===== src/rtl/cfs_pkg.sv =====
// Shared types, operation codes and widths for the constant folding stream.
package cfs_pkg;
    localparam int unsigned REGS_DEF = 64;
    localparam int unsigned REG_FIELD_W = 7;
    localparam int unsigned VAL_W = 64;
    localparam int unsigned FUNC_W = 5;

    localparam logic [FUNC_W-1:0] OP_LABEL = 5'd0;
    localparam logic [FUNC_W-1:0] OP_IMM   = 5'd1;
    localparam logic [FUNC_W-1:0] OP_ADD   = 5'd2;
    localparam logic [FUNC_W-1:0] OP_SUB   = 5'd3;
    localparam logic [FUNC_W-1:0] OP_MUL   = 5'd4;
    localparam logic [FUNC_W-1:0] OP_DIV   = 5'd5;
    localparam logic [FUNC_W-1:0] OP_MOD   = 5'd6;
    localparam logic [FUNC_W-1:0] OP_AND   = 5'd7;
    localparam logic [FUNC_W-1:0] OP_OR    = 5'd8;
    localparam logic [FUNC_W-1:0] OP_XOR   = 5'd9;
    localparam logic [FUNC_W-1:0] OP_SHL   = 5'd10;
    localparam logic [FUNC_W-1:0] OP_SHR   = 5'd11;
    localparam logic [FUNC_W-1:0] OP_EQ    = 5'd12;
    localparam logic [FUNC_W-1:0] OP_NE    = 5'd13;
    localparam logic [FUNC_W-1:0] OP_LT    = 5'd14;
    localparam logic [FUNC_W-1:0] OP_LE    = 5'd15;
    localparam logic [FUNC_W-1:0] OP_GT    = 5'd16;
    localparam logic [FUNC_W-1:0] OP_GE    = 5'd17;

    // controller to datapath
    typedef struct packed {
        logic load;       // capture input, start table read
        logic clear;      // label: drop all marks
        logic exec;       // evaluate operands (after table read)
        logic mul_step;   // next partial product
        logic div_start;
        logic finish;     // form result, write table, load output
    } cfs_cmd_t;

    // datapath to controller
    typedef struct packed {
        logic is_label;
        logic is_imm;
        logic foldable;   // both sources known, op foldable
        logic is_mul;
        logic is_div;
        logic mul_last;
        logic div_done;
    } cfs_stat_t;
endpackage


===== src/rtl/cfs_ctrl.sv =====
// Sequencer: accept, table read, evaluate, optional multiply or divide, finish, output.
module cfs_ctrl
    import cfs_pkg::*;
(
    input  logic      clk,
    input  logic      rst_n,
    input  logic      in_valid,
    output logic      in_ready,
    output logic      out_valid,
    input  logic      out_ready,
    output cfs_cmd_t  cmd,
    input  cfs_stat_t stat
);
    typedef enum logic [2:0] {IDLE, READ, EVAL, MUL, DIV, FIN, OUT} state_t;
    state_t state_reg, state_next;

    always_comb
    begin
        state_next = state_reg;
        cmd        = '0;
        in_ready   = (state_reg == IDLE);
        out_valid  = (state_reg == OUT);
        case (state_reg)
            IDLE:
                if (in_valid)
                begin
                    cmd.load   = 1'b1;
                    state_next = READ;
                end
            READ: state_next = EVAL;
            EVAL:
            begin
                cmd.exec = 1'b1;
                cmd.clear = stat.is_label;
                if (stat.foldable && stat.is_mul)
                    state_next = MUL;
                else if (stat.foldable && stat.is_div)
                begin
                    cmd.div_start = 1'b1;
                    state_next    = DIV;
                end
                else
                    state_next = FIN;
            end
            MUL:
            begin
                cmd.mul_step = 1'b1;
                if (stat.mul_last)
                    state_next = FIN;
            end
            DIV:
                if (stat.div_done)
                    state_next = FIN;
            FIN:
            begin
                cmd.finish = 1'b1;
                state_next = OUT;
            end
            OUT:
                if (out_ready)
                    state_next = IDLE;
            default: state_next = IDLE;
        endcase
    end

    always_ff @(posedge clk or negedge rst_n)
    begin
        if (!rst_n)
            state_reg <= IDLE;
        else
            state_reg <= state_next;
    end
endmodule


===== config.mk =====
export PLATFORM = sky130hd
export DESIGN_NAME = cfs_ctrl
export DESIGN_NICKNAME = d
export VERILOG_FILES = /design/src/rtl/cfs_pkg.sv /design/src/rtl/cfs_ctrl.sv
export SDC_FILE = /design/constraint.sdc
export NUM_CORES = 1
export LEC_CHECK = 0
export BUFFER_PORTS_ARGS = -buffer_cell sky130_fd_sc_hd__buf_2
export CORE_AREA = 4 4 41 43
export CTS_CLUSTER_SIZE = 16
export DETAILED_ROUTE_END_ITERATION = 8
export DIE_AREA = 0 0 45 47
export SLEW_MARGIN = 30
export SYNTH_ARGS = -nofsm -noshare
export SYNTH_HDL_FRONTEND = slang
export SYNTH_SLANG_ARGS = --single-unit

===== constraint.sdc =====
create_clock -name clk -period 1.25 [get_ports clk]
set_input_delay 0.3125 -clock clk [delete_from_list [all_inputs] [get_ports clk]]
set_output_delay 0.3125 -clock clk [all_outputs]
set_load 0.005 [all_outputs]

# == After elaboration in Yosys (flattened, before gate mapping) ==
# Index checks and enable logic that the tools add are counted.
# word_totals
out_inout_bits,8
word_cells,30
register_bits,3
in_bits,11
# classes
muxes,15
reduce_logical,4
n_eq_ne,10
# ops
op,count
$pmux W3 S7,1
$mux W3,5
$eq A3 B3 Y1 const B,3
$mux W1,8
$eq A3 B2 Y1 const B,2
$ne A2 B2 Y1 const B,3
$reduce_and A4 Y1,1
$eq A3 B1 Y1 const B,1
$logic_not A3 Y1,1
$logic_and A1 B1 Y1,2
$mux W2,1
$ne A2 B1 Y1 const B,1

# == Longest topological paths before layout ==
# Gate-level depths: netlist of run 1.
# depth
ltp_word,4
ltp_mapped,4
ltp_nobuf,3

# == Least setup slack after synthesis of run 1 ==
# OpenSTA, ideal clock, no wires.
# synth_path
path_kind,register -> output
start,register state_reg[2]
end,output port cmd[4] in the netlist's numbering
path_stages_with_launch,5
arrival_ps,888
slack_ps,49
required_ps,938
path_cell_list,dfrtp_1 buf_6 nand2b_1 nor2_2 and2_1
# synth_rtl
element,line_no,text
"start, declared",cfs_ctrl.sv:15,"state_t state_reg, state_next;"
"start signal, assigned",cfs_ctrl.sv:71,state_reg <= state_next;
"end, declared",cfs_ctrl.sv:11,"output cfs_cmd_t cmd,"

==> metrics.csv, run 1 <==
metric;value;unit
Die Height;47;um
failing checks;negative setup slack;
Yosys top cell by area;dfrtp_1;
starting density of the core;20.29;%
status;complete, but fails checks;
#FFs+latches synth;3;
largest cells by area after synthesis;dfrtp_1, and2_1, o21ai_1;
Via Count;326;
Lkg Pwr;0.0002635;uW
Synth Cell Area;264.0;sq um
Clock Sinks;3;
Crit Path Class;register to output port;
Diodes inserted;0;
synthesized net count;42;
Port Buffers;17;
Core ar.;1301;sq um
share of the synthesized area in the top cell type;28.44;%
via count of the first global-routing pass;273;
WL final;776;um
share of cells above drive strength 1;68.85;%
period utilisation layout;116.1;%
area of the multi-input gates;203.9;sq um
total CTS buffers;3;
Hold Crit Class;primary input to register;
slew of the pin with the lowest slew margin;0.1871;ns
Post-synth top cells;and2_1, dfrtp_1, nand2_1, o21ai_1;
RSZ-0062 raised after global routing;yes;
PwrDens;2268;nW/um^2
width of the die;45;um
Post-DP HPWL;528.5;um
Die ar.;2115;sq um
most common cell in the netlist;and2_1;
Setup crit start kind;register;
Synth Area per Inst;8.516;sq um
filler-free cell count of the finished design;76;
crit path DAT;1.14;ns
GRT Total Usage;7.528;%
grt total ovfl;0;
Vias/cell;4.289;
max-slew violations;0;
ys flop type;dfrtp_1;
Synth cell types;22;
CP Data Required Time;0.94;ns
Crit. End Element;output port;
CP Max Fanout;5;
FF/Latch Area;77.57;sq um
Critical path buffers and inverters;1;
Placed Cells;66;
fraction of registers with async set/reset;100.0;%
number of flip-flops in the largest register;3;
Core Rows;13;
Post-route DRC;0;
initial antenna violation count;0;
H-tree lvl count;1;
first-pass GRT wire length;1062;um
clk root buf;clkbuf_4;
gp weighted congestion;0.7481;
Post-synth EDFFs;0;
Hold Worst Slack;0.3393;ns
Final Worst Setup Slack;-0.2009;ns
Max transition margin;87.42;%
drt wl/cell;10.21;um
area grow syn2layout;97.16;%
ANT nets after route;0;
FILL cells;153;
cells along the critical path;nor3_4 > and2_1 > buf_2;
CTS tree;built;
max-cap check violation count;0;
sequential area share after synthesis;28.44;%
Worst-Skew Late Latency;0.23;ns
Clk pin slew, worst setup/hold paths;0.04;ns
largest net degree at the start of global routing;9;
TNS Setup;-1.168;ns
CP max-delay cell;dfrtp_2;
final hold vios;0;
Final min period;1.451;ns
fin nets;73;
Peak VDD IR;0.7222;mV
DRC marker count from the first detailed-route iteration;2;
Clock Skews;0.003191;ns
final setup fails;8;
Bufs on Longest Clock Path;2;
final core occ;40.00;%
first-pass detailed-route iteration total;2;
max frequency;0.6892;GHz
cell family with most CP delay;flip-flops;
Critical Path Max Stage Delay;0.47;ns
I/O pin total;19;
Post-Synthesis Cells;31;
Yosys warning count;0;
## metrics by stage
step           area, sq um  total power (uW)  setup WS, ns
6_report             520.5              1180       -0.2009
5_1_grt              520.5              1265       -0.2478
3_5_place_dp         389.1             735.7       0.03134
2_1_floorplan        264.0             538.6       0.04922
4_1_cts              473.0              1065       -0.2119
3_3_place_gp         389.1             731.9       0.02965
## cell families (layout without fill, tap and decap cells)
family | count (synthesis) | after routing | share of synthesized area, %
AND/OR/NAND/NOR | 17 | 17 | 42.18
AO/OA/AOI/OAI | 8 | 8 | 19.43
flip-flops | 3 | 3 | 28.44
buffers and inverters | 2 | 32 | 6.159
multiplexers | 1 | 1 | 3.792
## area by class of cell
type,instances,area share (%)
multi-input cells,26,39.18
repair buffers,28,37.26
well taps,15,3.606
flip-flops and latches,3,14.90
clock buffers,4,5.048
## worst min-delay path: cells and delay by family
kind                   cells  cell delay, ns
AOI/OAI and AO/OA          2            0.14
buffers and inverters      1            0.09
## where the power goes
part	switching, uW	internal (uW)
Clock	52.6	120
Combinational	280	471
Sequential	104	152
Total	437	743
## placed cells by master, fill, tap and decap left out, drive strengths merged
master / count
o21ai: 5
o31ai: 1
nor2b: 2
clkbuf: 4
nor3: 2
mux2i: 1
dfrtp: 3
a21oi: 1
buf: 27
nor2: 2
and3b: 1
nand2b: 1
nand3b: 1
nand2: 3
and2b: 1
and2: 4
dlygate4sd3: 1
a31oi: 1
## what timing repair did
action / CTS / global route
hold buffers: 1 / 0
gates resized for setup: 10 / 4
setup endpoints to repair: 8 / 8
endpoints found under the hold margin: 3 / 0
buffers inserted: 1 / 4
pin swaps: 4 / 1
## metal layers
layer	GRT usage (%)	up-vias	part of all wire, %
met3	0	2	7.5
met1	9.633	143	42
met4	10.53	0	1.8
met5	0	-	0
met2	9.887	14	48
li1	-	167	-
## path summary, 6_finish.rpt
path	start	to	slack (ns)	cells past startpoint
worst max-delay path	state_reg[0]$_DFFE_PN0P_	cmd[5]	-0.20	3
worst min-delay path	stat[1]	state_reg[2]$_DFFE_PN0P_	0.34	3
worst max register to register	state_reg[1]$_DFFE_PN0P_	state_reg[2]$_DFFE_PN0P_	0.01	5
worst min register to register	state_reg[0]$_DFFE_PN0P_	state_reg[0]$_DFFE_PN0P_	0.60	1
max in group asynchronous	rst_n	state_reg[1]$_DFFE_PN0P_	0.73	2
min in group asynchronous	rst_n	state_reg[0]$_DFFE_PN0P_	0.40	2
No activity file was read; power rests on OpenSTA's default activity.
==> inputs of run 2 (changes only) <==
--- a/config.mk
+++ b/config.mk
@@ -5,8 +5,10 @@
 export SDC_FILE = /design/constraint.sdc
 export NUM_CORES = 1
 export LEC_CHECK = 0
+export ABC_AREA = 1
 export BUFFER_PORTS_ARGS = -buffer_cell sky130_fd_sc_hd__buf_2
 export CORE_AREA = 4 4 41 43
+export CTS_BUF_LIST = sky130_fd_sc_hd__clkbuf_4
 export CTS_CLUSTER_SIZE = 16
 export DETAILED_ROUTE_END_ITERATION = 8
 export DIE_AREA = 0 0 45 47
==> metrics.csv, run 2 <==
metric;value;unit;change
Clock Skews;0.001825;ns;was 0.003191 ns
Crit Path Class;register to output port;;unchanged
fin nets;92;;was 73
CP Data Required Time;0.94;ns;about the same
initial antenna violation count;0;;unchanged
max-cap check violation count;0;;unchanged
Worst-Skew Late Latency;0.23;ns;about the same
WL final;875;um;was 776 um
worst r2r src;state_reg[1]$_DFFE_PN0P_;;unchanged
share of the synthesized area in the top cell type;25.32;%;was 28.44%
Clk pin slew, worst setup/hold paths;0.04;ns;about the same
DRC marker count from the first detailed-route iteration;1;;was 2
starting density of the core;22.79;%;was 20.29%
total power;1235;uW;was 1180 uW
Core Rows;13;;unchanged
CTS tree;built;;unchanged
Post-Synthesis Cells;51;;was 31
failing checks;negative setup slack;;unchanged
RSZ-0062 raised after global routing;yes;;unchanged
PwrDens;2362;nW/um^2;was 2268 nW/um^2
H-tree lvl count;1;;unchanged
Post-synth EDFFs;0;;unchanged
Core ar.;1301;sq um;unchanged
Hold Worst Slack;0.3518;ns;was 0.3393 ns
grt total ovfl;0;;unchanged
Yosys warning count;0;;unchanged
first-pass detailed-route iteration total;4;;was 2
TNS Setup;-0.9598;ns;was -1.168 ns
slew of the pin with the lowest slew margin;0.1411;ns;was 0.1871 ns
gp weighted congestion;0.7281;;was 0.7481
Die ar.;2115;sq um;unchanged
max frequency;0.7231;GHz;was 0.6892 GHz
largest cells by area after synthesis;dfrtp_1, nand2_1, inv_1;;was dfrtp_1, and2_1, o21ai_1
total CTS buffers;3;;unchanged
most common cell in the netlist;nand2_1;;was and2_1
Vias/cell;4.084;;was 4.289
#FFs+latches synth;3;;unchanged
Synth Cell Area;296.5;sq um;was 264.0 sq um
Clock Sinks;3;;unchanged
hold path start;stat[1];;unchanged
Setup crit start kind;register;;unchanged
period utilisation layout;110.6;%;was 116.1%
commonest cells after routing, fill and taps aside;buf_2, inv_1, nand2_1;;was buf_2, buf_4, buf_6
area grow syn2layout;76.37;%;was 97.16%
Final Worst Setup Slack;-0.1330;ns;was -0.2009 ns
fraction of registers with async set/reset;100.0;%;unchanged
Yosys top cell by area;dfrtp_1;;unchanged
Bufs on Longest Clock Path;2;;unchanged
Diodes inserted;0;;unchanged
Via Count;388;;was 326
final hold vios;0;;unchanged
clk root buf;clkbuf_4;;unchanged
crit path DAT;1.07;ns;was 1.14 ns
share of cells above drive strength 1;55.00;%;was 68.85%
via count of the first global-routing pass;351;;was 273
first-pass GRT wire length;1331;um;was 1062 um
final setup fails;11;;was 8
largest net degree at the start of global routing;7;;was 9
GRT Total Usage;8.703;%;was 7.528%
number of flip-flops in the largest register;3;;unchanged
commonest non-fill, non-tap cell in the layout;buf_2;;unchanged
Peak VDD IR;0.5787;mV;was 0.7222 mV
ys flop type;dfrtp_1;;unchanged
Synth Area per Inst;5.814;sq um;was 8.516 sq um
Lkg Pwr;0.0003271;uW;was 0.0002635 uW
Synth cell types;15;;was 22
width of the die;45;um;unchanged
status;complete, but fails checks;;unchanged
synthesized net count;62;;was 42
ANT nets after route;0;;unchanged
Crit. End Element;output port;;unchanged
Critical Path Start;state_reg[0]$_DFFE_PN0P_;;unchanged
max-slew violations;0;;unchanged
drt wl/cell;9.211;um;was 10.21 um
Final min period;1.383;ns;was 1.451 ns
Post-synth top cells;nand2_1, inv_1, nor2_1;;was and2_1, dfrtp_1, nand2_1, o21ai_1
Post-DP HPWL;645.6;um;was 528.5 um
CP Max Fanout;5;;unchanged
sequential area share after synthesis;25.32;%;was 28.44%
I/O pin total;19;;unchanged
Post-route DRC;0;;unchanged
Max transition margin;90.52;%;was 87.42%
Hold Crit Class;primary input to register;;unchanged
Port Buffers;17;;unchanged
Die Height;47;um;unchanged
[run 2: changes by cell type in the layout (fill, tap and decap cells not counted), moves of 3 or more]
cell / change
inv_1: +11
nand2_1: +8
buf_6: -5
nand2_2: +4
nor2_1: +4
nand3_1: +3
[run 2: worst max-delay path: stages, from the launching register on]
cell     delay [ns]
dfrtp_2        0.43
buf_4          0.14
nand3_1        0.11
inv_1          0.04
buf_2          0.12
[run 2: cell type report]
cell class / instances / area [sq um]
fill: 144 / 778.2
multi-input combinational: 35 / 192.7
timing repair buffer: 26 / 155.1
sequential: 3 / 78.83
inverter: 12 / 47.55
clock buffer: 4 / 30.03
tap: 15 / 18.77
[run 2: report_power, final]
| group | leakage (uW) | internal, uW | switching, uW |
|---|---|---|---|
| combinational | 0.000275 | 393 | 406 |
| sequential | 0.0000332 | 160 | 85.8 |
| clock | 0.0000184 | 141 | 49.1 |
[run 2: cells by family (layout without fill, tap and decap cells)]
group                  after synthesis  after routing  synth area share (%)
AND/OR/NAND/NOR                     32             32                 51.89
buffers and inverters               13             42                 17.72
AO/OA/AOI/OAI                        3              3                 5.058
flip-flops                           3              3                 25.32
[run 2: final timing paths]
path | end | slack (ns) | cells after the start
max | cmd[0] | -0.13 | 4
min | state_reg[0]$_DFFE_PN0P_ | 0.35 | 4
max reg2reg | state_reg[2]$_DFFE_PN0P_ | -0.04 | 8
min reg2reg | state_reg[1]$_DFFE_PN0P_ | 0.60 | 2
max in group asynchronous | state_reg[1]$_DFFE_PN0P_ | 0.73 | 2
min in group asynchronous | state_reg[0]$_DFFE_PN0P_ | 0.40 | 2
[run 2: routing by layer]
metal	up-vias	wire, um	global-route usage, %
met2	12	450	15.82
met5	-	0	0
li1	210	-	-
met4	0	0	3.509
met1	166	351	8.676
met3	0	73	3.831
[run 2: metrics by stage]
stage	util, %	cells	instance area, sq um	worst slack [ns]
6_report	40.19	95	523.0	-0.1330
4_1_cts	37.79	93	491.7	-0.1387
3_5_place_dp	31.92	85	415.4	0.01318
5_1_grt	40.19	95	523.0	-0.2286
3_3_place_gp	31.92	85	415.4	0.02292
2_1_floorplan	-	51	296.5	0.1148
[run 2: what timing repair did]
action	in CTS	in global routing
hold endpoints to repair	3	0
buffers inserted	3	3
gates resized for setup	7	4
pin swaps	4	3
setup endpoints to repair	8	11
hold buffers	1	0
